$ cat src/rtl/jfhp_pkg.sv
// Package with the shared types and constants of the JPEG frame header parser.
`default_nettype none
package jfhp_pkg;

    localparam int MAX_COMPONENTS = 4;
    localparam int DIV_W          = 18;
    localparam int DEN_W          = 6;
    localparam int CNT_W          = $clog2(DIV_W + 1);

    typedef enum logic [3:0] {
        ST_OK        = 4'd0,
        ST_LENGTH    = 4'd1,
        ST_PRECISION = 4'd2,
        ST_HEIGHT    = 4'd3,
        ST_WIDTH     = 4'd4,
        ST_COUNT     = 4'd5,
        ST_H         = 4'd6,
        ST_V         = 4'd7,
        ST_TABLE     = 4'd8,
        ST_SIZE      = 4'd9,
        ST_PROG      = 4'd10
    } status_t;

    typedef enum logic [3:0] {
        PH_IDLE, PH_LEN_LO, PH_PREC, PH_H_HI, PH_H_LO, PH_W_HI, PH_W_LO,
        PH_COUNT, PH_CID, PH_SAMP, PH_TQ
    } phase_t;

    typedef enum logic [3:0] {
        B_IDLE, B_MAX, B_MUL, B_SIZE, B_ERR_OUT, B_DX_GO, B_DX_WAIT,
        B_DY_GO, B_DY_WAIT, B_COMP_OUT, B_MX_GO, B_MX_WAIT, B_MY_GO,
        B_MY_WAIT, B_FRAME_OUT
    } back_state_t;

    typedef struct packed {
        logic [7:0] data_byte;
        logic       segment_start;
        logic       progressive_frame;
    } in_word_t;

    typedef struct packed {
        logic        last;
        logic [3:0]  status;
        logic [1:0]  comp_index;
        logic [7:0]  comp_id;
        logic [2:0]  h_factor;
        logic [2:0]  v_factor;
        logic [1:0]  quant_table;
        logic [15:0] size_x;
        logic [15:0] size_y;
        logic [13:0] mcus_x;
        logic [13:0] mcus_y;
        logic [1:0]  rgb_ids;
    } out_word_t;

    // One finished segment handed from the front to the back.
    typedef struct packed {
        logic                            is_err;
        logic [3:0]                      status;
        logic                            load;
        logic                            prog;
        logic [15:0]                     x;
        logic [15:0]                     y;
        logic [2:0]                      count;
        logic [1:0]                      rgb;
        logic [MAX_COMPONENTS-1:0][7:0]  ids;
        logic [MAX_COMPONENTS-1:0][5:0]  samp;
        logic [MAX_COMPONENTS-1:0][1:0]  tq;
    } job_t;

    // Queue status seen by the back end.
    typedef struct packed {
        logic valid;
        logic full;
    } q_stat_t;

endpackage
`default_nettype wire

$ cat src/rtl/jfhp_queue.sv
// Two-entry queue of segment jobs between the parser front and the back end.
`default_nettype none
module jfhp_queue (
    input  wire logic           clk,
    input  wire logic           rst_n,
    input  wire logic           push,
    input  wire jfhp_pkg::job_t push_job,
    input  wire logic           pop,
    output jfhp_pkg::job_t      head_job,
    output jfhp_pkg::q_stat_t   stat
);
    import jfhp_pkg::*;

    job_t       mem_reg [2];
    logic       wr_ptr_reg, rd_ptr_reg;
    logic [1:0] cnt_reg;

    // Pointer and fill count.
    always_ff @(posedge clk or negedge rst_n)
    begin
        if (!rst_n)
        begin
            wr_ptr_reg <= 1'b0;
            rd_ptr_reg <= 1'b0;
            cnt_reg    <= 2'd0;
        end
        else
        begin
            if (push)
                wr_ptr_reg <= ~wr_ptr_reg;
            if (pop)
                rd_ptr_reg <= ~rd_ptr_reg;
            cnt_reg <= cnt_reg + {1'b0, push} - {1'b0, pop};
        end
    end

    // Entry storage.
    always_ff @(posedge clk)
    begin
        if (push)
            mem_reg[wr_ptr_reg] <= push_job;
    end

    assign head_job   = mem_reg[rd_ptr_reg];
    assign stat.valid = (cnt_reg != 2'd0);
    assign stat.full  = (cnt_reg == 2'd2);

endmodule
`default_nettype wire

$ cat src/rtl/jfhp_front.sv
// Byte parser that checks the frame header fields and queues finished segments.
`default_nettype none
module jfhp_front (
    input  wire logic               clk,
    input  wire logic               rst_n,
    input  wire logic               load_mode,
    input  wire logic               in_fire,
    input  wire jfhp_pkg::in_word_t in_word,
    output logic                    push,
    output jfhp_pkg::job_t          push_job
);
    import jfhp_pkg::*;

    phase_t      phase_reg, phase_next;
    logic [15:0] len_reg, height_reg, width_reg;
    logic [2:0]  count_reg;
    logic [1:0]  cursor_reg;
    logic [1:0]  rgb_reg;
    logic        prog_reg;
    logic [MAX_COMPONENTS-1:0][7:0] ids_reg;
    logic [MAX_COMPONENTS-1:0][5:0] samp_reg;
    logic [MAX_COMPONENTS-1:0][1:0] tq_reg;

    logic [7:0]  b;
    logic        fail, finish;
    status_t     fstatus;
    logic [15:0] len_full, h_full, w_full;
    logic [3:0]  hn, vn;
    logic        rgb_hit;
    logic [MAX_COMPONENTS-1:0][1:0] tq_new;

    assign b        = in_word.data_byte;
    assign len_full = {len_reg[15:8], b};
    assign h_full   = {height_reg[15:8], b};
    assign w_full   = {width_reg[15:8], b};
    assign hn       = b[7:4];
    assign vn       = b[3:0];

    // Field checks for the byte at hand.
    always_comb
    begin
        fail    = 1'b0;
        finish  = 1'b0;
        fstatus = ST_OK;
        if (in_fire && !in_word.segment_start)
        begin
            case (phase_reg)
                PH_LEN_LO:
                    if (len_full < 16'd11)
                    begin
                        fail = 1'b1; fstatus = ST_LENGTH;
                    end
                PH_PREC:
                    if (b != 8'd8)
                    begin
                        fail = 1'b1; fstatus = ST_PRECISION;
                    end
                PH_H_LO:
                    if (h_full == 16'd0)
                    begin
                        fail = 1'b1; fstatus = ST_HEIGHT;
                    end
                PH_W_LO:
                    if (w_full == 16'd0)
                    begin
                        fail = 1'b1; fstatus = ST_WIDTH;
                    end
                PH_COUNT:
                    if (!(b inside {8'd1, 8'd3, 8'd4}))
                    begin
                        fail = 1'b1; fstatus = ST_COUNT;
                    end
                    else if (len_reg != 16'd8 + 16'd3 * {8'd0, b})
                    begin
                        fail = 1'b1; fstatus = ST_LENGTH;
                    end
                PH_SAMP:
                    if (hn == 4'd0 || hn > 4'd4)
                    begin
                        fail = 1'b1; fstatus = ST_H;
                    end
                    else if (vn == 4'd0 || vn > 4'd4)
                    begin
                        fail = 1'b1; fstatus = ST_V;
                    end
                PH_TQ:
                    if (b > 8'd3)
                    begin
                        fail = 1'b1; fstatus = ST_TABLE;
                    end
                    else if ({1'b0, cursor_reg} + 3'd1 >= count_reg)
                        finish = 1'b1;
                default:
                    fail = 1'b0;
            endcase
        end
    end

    // Next byte phase.
    always_comb
    begin
        phase_next = phase_reg;
        if (in_fire)
        begin
            if (in_word.segment_start)
                phase_next = PH_LEN_LO;
            else if (fail || finish)
                phase_next = PH_IDLE;
            else
            begin
                case (phase_reg)
                    PH_LEN_LO: phase_next = PH_PREC;
                    PH_PREC:   phase_next = PH_H_HI;
                    PH_H_HI:   phase_next = PH_H_LO;
                    PH_H_LO:   phase_next = PH_W_HI;
                    PH_W_HI:   phase_next = PH_W_LO;
                    PH_W_LO:   phase_next = PH_COUNT;
                    PH_COUNT:  phase_next = PH_CID;
                    PH_CID:    phase_next = PH_SAMP;
                    PH_SAMP:   phase_next = PH_TQ;
                    PH_TQ:     phase_next = PH_CID;
                    default:   phase_next = PH_IDLE;
                endcase
            end
        end
    end

    always_ff @(posedge clk or negedge rst_n)
    begin
        if (!rst_n)
            phase_reg <= PH_IDLE;
        else
            phase_reg <= phase_next;
    end

    // An id matches when three components carry R, G, B in order.
    always_comb
    begin
        case (cursor_reg)
            2'd0:    rgb_hit = (b == 8'h52);
            2'd1:    rgb_hit = (b == 8'h47);
            2'd2:    rgb_hit = (b == 8'h42);
            default: rgb_hit = 1'b0;
        endcase
        rgb_hit = rgb_hit && (count_reg == 3'd3);
    end

    // Header field registers.
    always_ff @(posedge clk or negedge rst_n)
    begin
        if (!rst_n)
        begin
            len_reg    <= 16'd0;
            height_reg <= 16'd0;
            width_reg  <= 16'd0;
            count_reg  <= 3'd0;
            cursor_reg <= 2'd0;
            rgb_reg    <= 2'd0;
            prog_reg   <= 1'b0;
        end
        else if (in_fire)
        begin
            if (in_word.segment_start)
            begin
                prog_reg   <= in_word.progressive_frame;
                len_reg    <= {b, 8'd0};
                rgb_reg    <= 2'd0;
                count_reg  <= 3'd0;
                cursor_reg <= 2'd0;
                height_reg <= 16'd0;
                width_reg  <= 16'd0;
            end
            else
            begin
                case (phase_reg)
                    PH_LEN_LO: len_reg <= len_full;
                    PH_H_HI:   height_reg <= {b, 8'd0};
                    PH_H_LO:   height_reg <= h_full;
                    PH_W_HI:   width_reg <= {b, 8'd0};
                    PH_W_LO:   width_reg <= w_full;
                    PH_COUNT:
                        if (b inside {8'd1, 8'd3, 8'd4})
                        begin
                            count_reg  <= b[2:0];
                            cursor_reg <= 2'd0;
                        end
                    PH_CID:
                        if (rgb_hit)
                            rgb_reg <= rgb_reg + 2'd1;
                    PH_TQ:
                        if (!fail && !finish)
                            cursor_reg <= cursor_reg + 2'd1;
                    default:
                        cursor_reg <= cursor_reg;
                endcase
            end
        end
    end

    // Per-component stores, written as their bytes arrive.
    always_ff @(posedge clk)
    begin
        if (in_fire && !in_word.segment_start)
        begin
            if (phase_reg == PH_CID)
                ids_reg[cursor_reg] <= b;
            if (phase_reg == PH_SAMP && !fail)
                samp_reg[cursor_reg] <= {hn[2:0], vn[2:0]};
            if (phase_reg == PH_TQ && !fail)
                tq_reg[cursor_reg] <= b[1:0];
        end
    end

    // Job built from the stores, with the closing table byte folded in.
    always_comb
    begin
        tq_new             = tq_reg;
        tq_new[cursor_reg] = b[1:0];
        push               = fail || finish;
        push_job.is_err    = fail;
        push_job.status    = fstatus;
        push_job.load      = load_mode;
        push_job.prog      = prog_reg;
        push_job.x         = width_reg;
        push_job.y         = height_reg;
        push_job.count     = count_reg;
        push_job.rgb       = rgb_reg;
        push_job.ids       = ids_reg;
        push_job.samp      = samp_reg;
        push_job.tq        = tq_new;
    end

endmodule
`default_nettype wire

$ cat src/rtl/jfhp_div.sv
// Restoring divider that produces one quotient bit per cycle.
`default_nettype none
module jfhp_div (
    input  wire logic                       clk,
    input  wire logic                       rst_n,
    input  wire logic                       start,
    input  wire logic [jfhp_pkg::DIV_W-1:0] numer,
    input  wire logic [jfhp_pkg::DEN_W-1:0] denom,
    output logic                            busy,
    output logic                            done,
    output logic [jfhp_pkg::DIV_W-1:0]      quot
);
    import jfhp_pkg::*;

    logic [DIV_W-1:0] work_reg;
    logic [DEN_W-1:0] rem_reg, den_reg;
    logic [CNT_W-1:0] cnt_reg;
    logic             busy_reg, done_reg;
    logic [DEN_W:0]   trial;
    logic             qbit;

    // One shift and trial subtract per step.
    assign trial = {rem_reg, work_reg[DIV_W-1]};
    assign qbit  = (trial >= {1'b0, den_reg});

    always_ff @(posedge clk or negedge rst_n)
    begin
        if (!rst_n)
        begin
            busy_reg <= 1'b0;
            done_reg <= 1'b0;
            cnt_reg  <= '0;
        end
        else
        begin
            done_reg <= 1'b0;
            if (start)
            begin
                busy_reg <= 1'b1;
                cnt_reg  <= '0;
            end
            else if (busy_reg)
            begin
                cnt_reg <= cnt_reg + 1'b1;
                if (cnt_reg == CNT_W'(DIV_W - 1))
                begin
                    busy_reg <= 1'b0;
                    done_reg <= 1'b1;
                end
            end
        end
    end

    always_ff @(posedge clk)
    begin
        if (start)
        begin
            work_reg <= numer;
            den_reg  <= denom;
            rem_reg  <= '0;
        end
        else if (busy_reg)
        begin
            rem_reg  <= qbit ? DEN_W'(trial - {1'b0, den_reg}) : DEN_W'(trial);
            work_reg <= {work_reg[DIV_W-2:0], qbit};
        end
    end

    assign busy = busy_reg;
    assign done = done_reg;
    assign quot = work_reg;

endmodule
`default_nettype wire

$ cat src/rtl/jfhp_back.sv
// Back end that checks the frame size and produces the result words of a segment.
`default_nettype none
module jfhp_back (
    input  wire logic                clk,
    input  wire logic                rst_n,
    input  wire jfhp_pkg::job_t      head_job,
    input  wire jfhp_pkg::q_stat_t   q_stat,
    output logic                     pop,
    output logic                     result_valid,
    input  wire logic                result_ready,
    output jfhp_pkg::out_word_t      result_word
);
    import jfhp_pkg::*;

    back_state_t state_reg, state_next;
    job_t        job_reg;
    logic [2:0]  hmax_reg, vmax_reg, hmax_c, vmax_c;
    logic [31:0] prod_reg;
    logic [34:0] total;
    logic [1:0]  idx_reg;
    logic [15:0] sx_reg, sy_reg;
    logic [13:0] mx_reg, my_reg;
    logic [3:0]  err_reg;
    logic        out_valid_reg;
    out_word_t   out_word_reg, out_word_c;
    logic        out_free, load_out, size_bad, comp_last;
    logic [2:0]  h_i, v_i;

    logic                div_start, div_busy, div_done;
    logic [DIV_W-1:0]    div_numer, div_quot;
    logic [DEN_W-1:0]    div_denom;

    jfhp_div u_div (
        .clk   (clk),
        .rst_n (rst_n),
        .start (div_start),
        .numer (div_numer),
        .denom (div_denom),
        .busy  (div_busy),
        .done  (div_done),
        .quot  (div_quot)
    );

    assign out_free  = !out_valid_reg || result_ready;
    assign h_i       = job_reg.samp[idx_reg][5:3];
    assign v_i       = job_reg.samp[idx_reg][2:0];
    assign total     = {3'd0, prod_reg} * {32'd0, job_reg.count};
    assign size_bad  = (total > 35'h7FFF_FFFF);
    assign comp_last = ({1'b0, idx_reg} + 3'd1 >= job_reg.count);

    // Maximum sampling factors over the components present.
    always_comb
    begin
        hmax_c = 3'd1;
        vmax_c = 3'd1;
        for (int i = 0; i < MAX_COMPONENTS; i++)
        begin
            if (i < int'(job_reg.count))
            begin
                if (job_reg.samp[i][5:3] > hmax_c)
                    hmax_c = job_reg.samp[i][5:3];
                if (job_reg.samp[i][2:0] > vmax_c)
                    vmax_c = job_reg.samp[i][2:0];
            end
        end
    end

    // Next state.
    always_comb
    begin
        state_next = state_reg;
        case (state_reg)
            B_IDLE:
                if (q_stat.valid)
                    state_next = head_job.is_err ? B_ERR_OUT : B_MAX;
            B_MAX:
                state_next = job_reg.load ? B_MUL : B_FRAME_OUT;
            B_MUL:
                state_next = B_SIZE;
            B_SIZE:
                state_next = (size_bad || job_reg.prog) ? B_ERR_OUT : B_DX_GO;
            B_ERR_OUT:
                if (out_free)
                    state_next = B_IDLE;
            B_DX_GO:   state_next = B_DX_WAIT;
            B_DX_WAIT: if (div_done) state_next = B_DY_GO;
            B_DY_GO:   state_next = B_DY_WAIT;
            B_DY_WAIT: if (div_done) state_next = B_COMP_OUT;
            B_COMP_OUT:
                if (out_free)
                    state_next = comp_last ? B_MX_GO : B_DX_GO;
            B_MX_GO:   state_next = B_MX_WAIT;
            B_MX_WAIT: if (div_done) state_next = B_MY_GO;
            B_MY_GO:   state_next = B_MY_WAIT;
            B_MY_WAIT: if (div_done) state_next = B_FRAME_OUT;
            B_FRAME_OUT:
                if (out_free)
                    state_next = B_IDLE;
            default:
                state_next = B_IDLE;
        endcase
    end

    // Controls and the result word of the current state.
    always_comb
    begin
        pop        = 1'b0;
        div_start  = 1'b0;
        div_numer  = '0;
        div_denom  = DEN_W'(1);
        load_out   = 1'b0;
        out_word_c = '0;
        case (state_reg)
            B_IDLE:
                pop = q_stat.valid;
            B_DX_GO:
            begin
                div_start = 1'b1;
                div_numer = DIV_W'(job_reg.x) * DIV_W'(h_i) + DIV_W'(hmax_reg - 3'd1);
                div_denom = DEN_W'(hmax_reg);
            end
            B_DY_GO:
            begin
                div_start = 1'b1;
                div_numer = DIV_W'(job_reg.y) * DIV_W'(v_i) + DIV_W'(vmax_reg - 3'd1);
                div_denom = DEN_W'(vmax_reg);
            end
            B_MX_GO:
            begin
                div_start = 1'b1;
                div_numer = DIV_W'(job_reg.x) + DIV_W'({hmax_reg, 3'd0}) - DIV_W'(1);
                div_denom = {hmax_reg, 3'd0};
            end
            B_MY_GO:
            begin
                div_start = 1'b1;
                div_numer = DIV_W'(job_reg.y) + DIV_W'({vmax_reg, 3'd0}) - DIV_W'(1);
                div_denom = {vmax_reg, 3'd0};
            end
            B_ERR_OUT:
            begin
                load_out          = out_free;
                out_word_c.last   = 1'b1;
                out_word_c.status = err_reg;
            end
            B_COMP_OUT:
            begin
                load_out               = out_free;
                out_word_c.comp_index  = idx_reg;
                out_word_c.comp_id     = job_reg.ids[idx_reg];
                out_word_c.h_factor    = h_i;
                out_word_c.v_factor    = v_i;
                out_word_c.quant_table = job_reg.tq[idx_reg];
                out_word_c.size_x      = sx_reg;
                out_word_c.size_y      = sy_reg;
            end
            B_FRAME_OUT:
            begin
                load_out            = out_free;
                out_word_c.last     = 1'b1;
                out_word_c.status   = ST_OK;
                out_word_c.h_factor = hmax_reg;
                out_word_c.v_factor = vmax_reg;
                out_word_c.size_x   = job_reg.x;
                out_word_c.size_y   = job_reg.y;
                out_word_c.mcus_x   = mx_reg;
                out_word_c.mcus_y   = my_reg;
                out_word_c.rgb_ids  = job_reg.rgb;
            end
            default:
                pop = 1'b0;
        endcase
    end

    // Control registers.
    always_ff @(posedge clk or negedge rst_n)
    begin
        if (!rst_n)
        begin
            state_reg     <= B_IDLE;
            out_valid_reg <= 1'b0;
            idx_reg       <= 2'd0;
        end
        else
        begin
            state_reg <= state_next;
            if (load_out)
                out_valid_reg <= 1'b1;
            else if (result_ready)
                out_valid_reg <= 1'b0;
            if (state_reg == B_IDLE)
                idx_reg <= 2'd0;
            else if (state_reg == B_COMP_OUT && out_free)
                idx_reg <= idx_reg + 2'd1;
        end
    end

    // Datapath registers.
    always_ff @(posedge clk)
    begin
        if (pop)
        begin
            job_reg <= head_job;
            err_reg <= head_job.status;
        end
        if (state_reg == B_MAX)
        begin
            hmax_reg <= hmax_c;
            vmax_reg <= vmax_c;
            mx_reg   <= 14'd0;
            my_reg   <= 14'd0;
        end
        if (state_reg == B_MUL)
            prod_reg <= {16'd0, job_reg.x} * {16'd0, job_reg.y};
        if (state_reg == B_SIZE)
            err_reg <= size_bad ? 4'(ST_SIZE) : 4'(ST_PROG);
        if (div_done)
        begin
            case (state_reg)
                B_DX_WAIT: sx_reg <= div_quot[15:0];
                B_DY_WAIT: sy_reg <= div_quot[15:0];
                B_MX_WAIT: mx_reg <= div_quot[13:0];
                B_MY_WAIT: my_reg <= div_quot[13:0];
                default:   sx_reg <= sx_reg;
            endcase
        end
        if (load_out)
            out_word_reg <= out_word_c;
    end

    assign result_valid = out_valid_reg;
    assign result_word  = out_word_reg;

    // The divider is only started when it is free.
    a_div_free: assert property (@(posedge clk) disable iff (!rst_n)
        div_start |-> !div_busy)
        else $error("divider started while busy");

    // A frame result always closes the segment.
    a_frame_last: assert property (@(posedge clk) disable iff (!rst_n)
        (state_reg == B_FRAME_OUT && out_free) |=> (result_valid && result_word.last))
        else $error("frame result without last");

    // The horizontal size division uses a valid maximum factor.
    a_hmax_range: assert property (@(posedge clk) disable iff (!rst_n)
        (state_reg == B_DX_GO) |-> (hmax_reg != 3'd0 && hmax_reg <= 3'd4))
        else $error("maximum H out of range");

endmodule
`default_nettype wire

$ cat src/rtl/jpeg_frame_header_parser_top.sv
// Top level of the JPEG start-of-frame header parser.
//
// Input channel: byte_valid/byte_ready/byte_word carries one segment byte per
// word, starting with the high length byte flagged by segment_start. A word is
// taken whenever the two-entry job queue has room, so bytes flow at one per
// cycle, until the queue fills, while the back end works on earlier segments.
// Result channel: result_valid/result_ready/result_word, held in an output
// register. A front error gives one error word; a size or progressive error
// gives one after the B_MAX, B_MUL and B_SIZE states. Header-only mode gives
// one frame word. Load mode gives one word per component and a frame word.
// Each division has a start, 18 quotient bits and a done; a component needs
// two of them plus an output state and the MCU counts two more, all on the
// one-bit-per-cycle divider shared by all sizes.
// Configuration: cfg_we writes cfg_data into load_mode (reset value 1).
// Reset clears the parser phase, the queue and the output register.
// When the receiver stalls, the back end holds its word and waits; the front
// keeps taking bytes until the queue fills, then drops byte_ready.
`default_nettype none
module jpeg_frame_header_parser_top (
    input  wire logic                clk,
    input  wire logic                rst_n,
    input  wire logic                cfg_we,
    input  wire logic                cfg_data,
    input  wire logic                byte_valid,
    output logic                     byte_ready,
    input  wire jfhp_pkg::in_word_t  byte_word,
    output logic                     result_valid,
    input  wire logic                result_ready,
    output jfhp_pkg::out_word_t      result_word
);
    import jfhp_pkg::*;

    logic    load_mode_reg;
    logic    in_fire, push, pop;
    job_t    push_job, head_job;
    q_stat_t q_stat;

    // Mode register.
    always_ff @(posedge clk or negedge rst_n)
    begin
        if (!rst_n)
            load_mode_reg <= 1'b1;
        else if (cfg_we)
            load_mode_reg <= cfg_data;
    end

    assign byte_ready = !q_stat.full;
    assign in_fire    = byte_valid && byte_ready;

    jfhp_front u_front (
        .clk       (clk),
        .rst_n     (rst_n),
        .load_mode (load_mode_reg),
        .in_fire   (in_fire),
        .in_word   (byte_word),
        .push      (push),
        .push_job  (push_job)
    );

    jfhp_queue u_queue (
        .clk      (clk),
        .rst_n    (rst_n),
        .push     (push),
        .push_job (push_job),
        .pop      (pop),
        .head_job (head_job),
        .stat     (q_stat)
    );

    jfhp_back u_back (
        .clk          (clk),
        .rst_n        (rst_n),
        .head_job     (head_job),
        .q_stat       (q_stat),
        .pop          (pop),
        .result_valid (result_valid),
        .result_ready (result_ready),
        .result_word  (result_word)
    );

endmodule
`default_nettype wire

$ cat config.mk
export PLATFORM = sky130hd
export DESIGN_NAME = jpeg_frame_header_parser_top
export DESIGN_NICKNAME = d
export VERILOG_FILES = /design/src/rtl/jfhp_pkg.sv /design/src/rtl/jfhp_queue.sv /design/src/rtl/jfhp_front.sv /design/src/rtl/jfhp_div.sv /design/src/rtl/jfhp_back.sv /design/src/rtl/jpeg_frame_header_parser_top.sv
export SDC_FILE = /design/constraint.sdc
export NUM_CORES = 2
export LEC_CHECK = 0
export ABC_AREA = 1
export BUFFER_PORTS_ARGS = -buffer_cell sky130_fd_sc_hd__buf_4
export CAP_MARGIN = 20
export CORE_UTILIZATION = 35
export DETAILED_ROUTE_END_ITERATION = 10
export HOLD_SLACK_MARGIN = 0.03
export PLACE_DENSITY = 0.47
export SLEW_MARGIN = 20
export SYNTH_ARGS = -nofsm -noshare
export SYNTH_HDL_FRONTEND = slang
export SYNTH_SLANG_ARGS = --single-unit
$ cat constraint.sdc
create_clock -name clk -period 8.24 [get_ports clk]
set_clock_uncertainty 0.15 [all_clocks]
set_input_delay 2.06 -clock clk [delete_from_list [all_inputs] [get_ports clk]]
set_output_delay 2.06 -clock clk [all_outputs]
set_load 0.02 [all_outputs]
==> impl_metrics.tcl <==
set metrics [dict create \
    outcome "finished clean" \
    wire_per_inst_um 18.7 \
    final_core_util_pct 39.5 \
    core-area_um2 122000 \
    antenna_found_initial 0 \
    final_cell_area_um2 48300 \
    r2r_cells 18 \
    cts-root-buf "clkbuf_16" \
    final_max_slew_viol_count 0 \
    slew_headroom_pct 24.2 \
    critPathMaxFanout 25 \
    ant_nets 0 \
    placed_area_um2 45800 \
    dpl.hpwl_um 88300 \
    grt-ovfl-total 0 \
    grt.total_usage_pct 19.2 \
    tritoncts "done" \
    start_kind "flip-flop" \
    r2r_end "u_back.prod_reg[29]$_DFFE_PP_" \
    ctsResizeCount 0 \
    whs_path_depth 0 \
    dieHeight_um 354 \
    final_cell_mix "1279 x nand2_1, 779 x inv_1, 566 x edfxtp_1" \
    largest_reg_flops 216 \
    cap_violations 0 \
    min-delay-start "u_front.push_job[53]$_DFFE_PP_" \
    worst_ep_required_time_ns 8.45 \
    reg2reg_from "u_back.job_reg[92]$_DFFE_PP_" \
    grt_pass1_wl_um 184000 \
    cp-startpoint "u_back.job_reg[92]$_DFFE_PP_" \
    portBuffers 102 \
    cts_sinks 679 \
    yosysWarnings 0 \
    layout-drive-gt1-share_pct 7.12 \
    placementRows 128 \
    synthesis.nets 5162 \
    grt_pass1_vias 30696 \
    syn-cell-area_um2 43300 \
    rrSetupSlack_ns 1.41 \
    gp_congestion 0.914 \
    setup_violations 0 \
    cts_setup_buffers 0 \
    vias 30752 \
    vias_per_cell 4.83 \
    rsz0062_at_grt "no" \
    period_share_pct 82.9 \
    area_growth_pct 11.7 \
    design.die.area_um2 125000 \
    fmax_mhz 146 \
    dr.first_iter.drc_count 2083 \
    worst_hold_path.endpoint "u_queue.mem_reg[1][53]$_DFFE_PP_" \
    grt_max_degree 90 \
    syn_inst 4602 \
    clk_latency_ns 0.66 \
    final_common_cell "nand2_1" \
    drc 0 \
    synth-seq-cells 679 \
    hold_path_class "flip-flop to flip-flop" \
    synth_area_per_cell_um2 9.40 \
    clock_path_buffers 3 \
    tightest_slew_ns 1.14 \
    final_nets 5235 \
    drtPass1Iterations 6 \
    endpoint_kind "flip-flop" \
    hold_buffers 0 \
    start_util_pct 35.4 \
    worst_ep_arrival_time_ns 7.04 \
    cts_made_buffers 78 \
    h-tree-depth 3 \
    antenna_cells 0 \
    final.setup.tns_ns 0 \
    synth_cell_types 65 \
    path_class "flip-flop to flip-flop" \
    wirelength_um 119000 \
    period_minus_slack_ns 6.83 \
    clk_pin_slew_ns 0.06 \
    finalHoldViolations 0 \
    ys_seq_area_share_pct 45.4 \
    io_pins 103 \
    die_w_um 354 \
]
kinds of logic (layout without fill, tap and decap cells):
kind of cell	count (synthesis)	in the layout	share of synthesized area, %
simple gates	1846	1846	17.4
buf+inv	952	1086	8.40
flops	679	679	45.4
fa+ha+maj	544	544	20.8
compound gates	524	524	6.84
xor+xnor	55	55	1.11
mux	2	2	0.0521
stage by stage:
stage               hold slack, ns  std cells  worst slack [ns]
floorplan                    0.271       4602             0.666
global placement             0.272       6220              1.62
detailed placement           0.279       6220              1.50
CTS                          0.292       6361              1.43
global route                 0.297       6361              1.08
finish                       0.293       6361              1.41
cell type report:
cell class	instances	area, µm²
Clock inverter	41	353
Fill cell	12202	73900
Sequential cell	679	19700
Multi-Input combinational cell	2971	20000
Tap cell	1625	2030
Inverter	797	3000
Timing Repair Buffer	148	1140
Clock buffer	100	2100
cells in the mapped netlist (all sizes together):
| cell | number | share of area [%] |
|---|---|---|
| mux2 | 2 | 0.052 |
| xor2 | 30 | 0.61 |
| a32o | 8 | 0.19 |
| dfstp | 1 | 0.061 |
| nor2 | 276 | 2.6 |
| a221oi | 3 | 0.061 |
| edfxtp | 566 | 39 |
| a41oi | 1 | 0.020 |
| or2 | 7 | 0.10 |
| a21o | 12 | 0.21 |
| ha | 255 | 7.4 |
| o31ai | 10 | 0.17 |
| clkbuf | 109 | 0.96 |
| a31oi | 10 | 0.14 |
| buf | 46 | 0.52 |
| o21ai | 251 | 3.0 |
| nand2 | 1293 | 11 |
| a21oi | 162 | 1.9 |
| a211oi | 4 | 0.069 |
| o221ai | 4 | 0.081 |
| nand2b | 1 | 0.014 |
| o22ai | 22 | 0.32 |
| o211a | 1 | 0.023 |
| dfxtp | 34 | 1.6 |
| inv | 794 | 6.9 |
| o211ai | 9 | 0.16 |
| a31o | 4 | 0.081 |
| nand4 | 42 | 0.61 |
| nand3b | 3 | 0.052 |
| a22o | 1 | 0.020 |
| xnor2 | 25 | 0.51 |
| nor3 | 28 | 0.42 |
| fa | 289 | 13 |
| dfrtp | 78 | 4.5 |
| a22oi | 1 | 0.017 |
| clkinv | 3 | 0.026 |
| o21bai | 4 | 0.069 |
| nand3 | 184 | 2.1 |
| o21a | 10 | 0.17 |
| o2111ai | 4 | 0.081 |
| nor4 | 10 | 0.14 |
| o221a | 1 | 0.026 |
| a21boi | 2 | 0.035 |
| and3 | 2 | 0.029 |
metal layers:
metal	global-route usage [%]	vias up	part of all wire [%]
li1	-	14922	-
met1	27.0	15170	47
met2	31.4	531	47
met3	2.18	129	3.7
met4	4.94	0	2.2
met5	0	-	0
worst max path at each step:
| stage | endpoint | slack, ns |
|---|---|---|
| after floorplan | u_queue.cnt_reg[1]$_DFF_PN0_ | 0.67 |
| after global placement | u_back.prod_reg[29]$_DFFE_PP_ | 1.62 |
| after detailed placement | u_back.prod_reg[29]$_DFFE_PP_ | 1.50 |
| after CTS | u_back.prod_reg[29]$_DFFE_PP_ | 1.43 |
| after global routing | u_back.prod_reg[29]$_DFFE_PP_ | 1.08 |
| final | u_back.prod_reg[29]$_DFFE_PP_ | 1.41 |
worst max-delay path: stages (launching register included):
cell,delay [ns]
edfxtp_1,1.07
nand2_1,0.18
fa_1,0.58
inv_1,0.05
fa_1,0.47
fa_1,0.54
fa_1,0.52
fa_1,0.54
inv_1,0.05
fa_1,0.53
inv_1,0.04
ha_1,0.36
nand2_1,0.13
nor4_1,0.42
nand2_1,0.09
o211ai_1,0.39
a21o_1,0.21
a21oi_1,0.09
xnor2_1,0.12
Power is not shown: default switching activity piles up to over one toggle a cycle in this logic, so the estimate is an artifact.
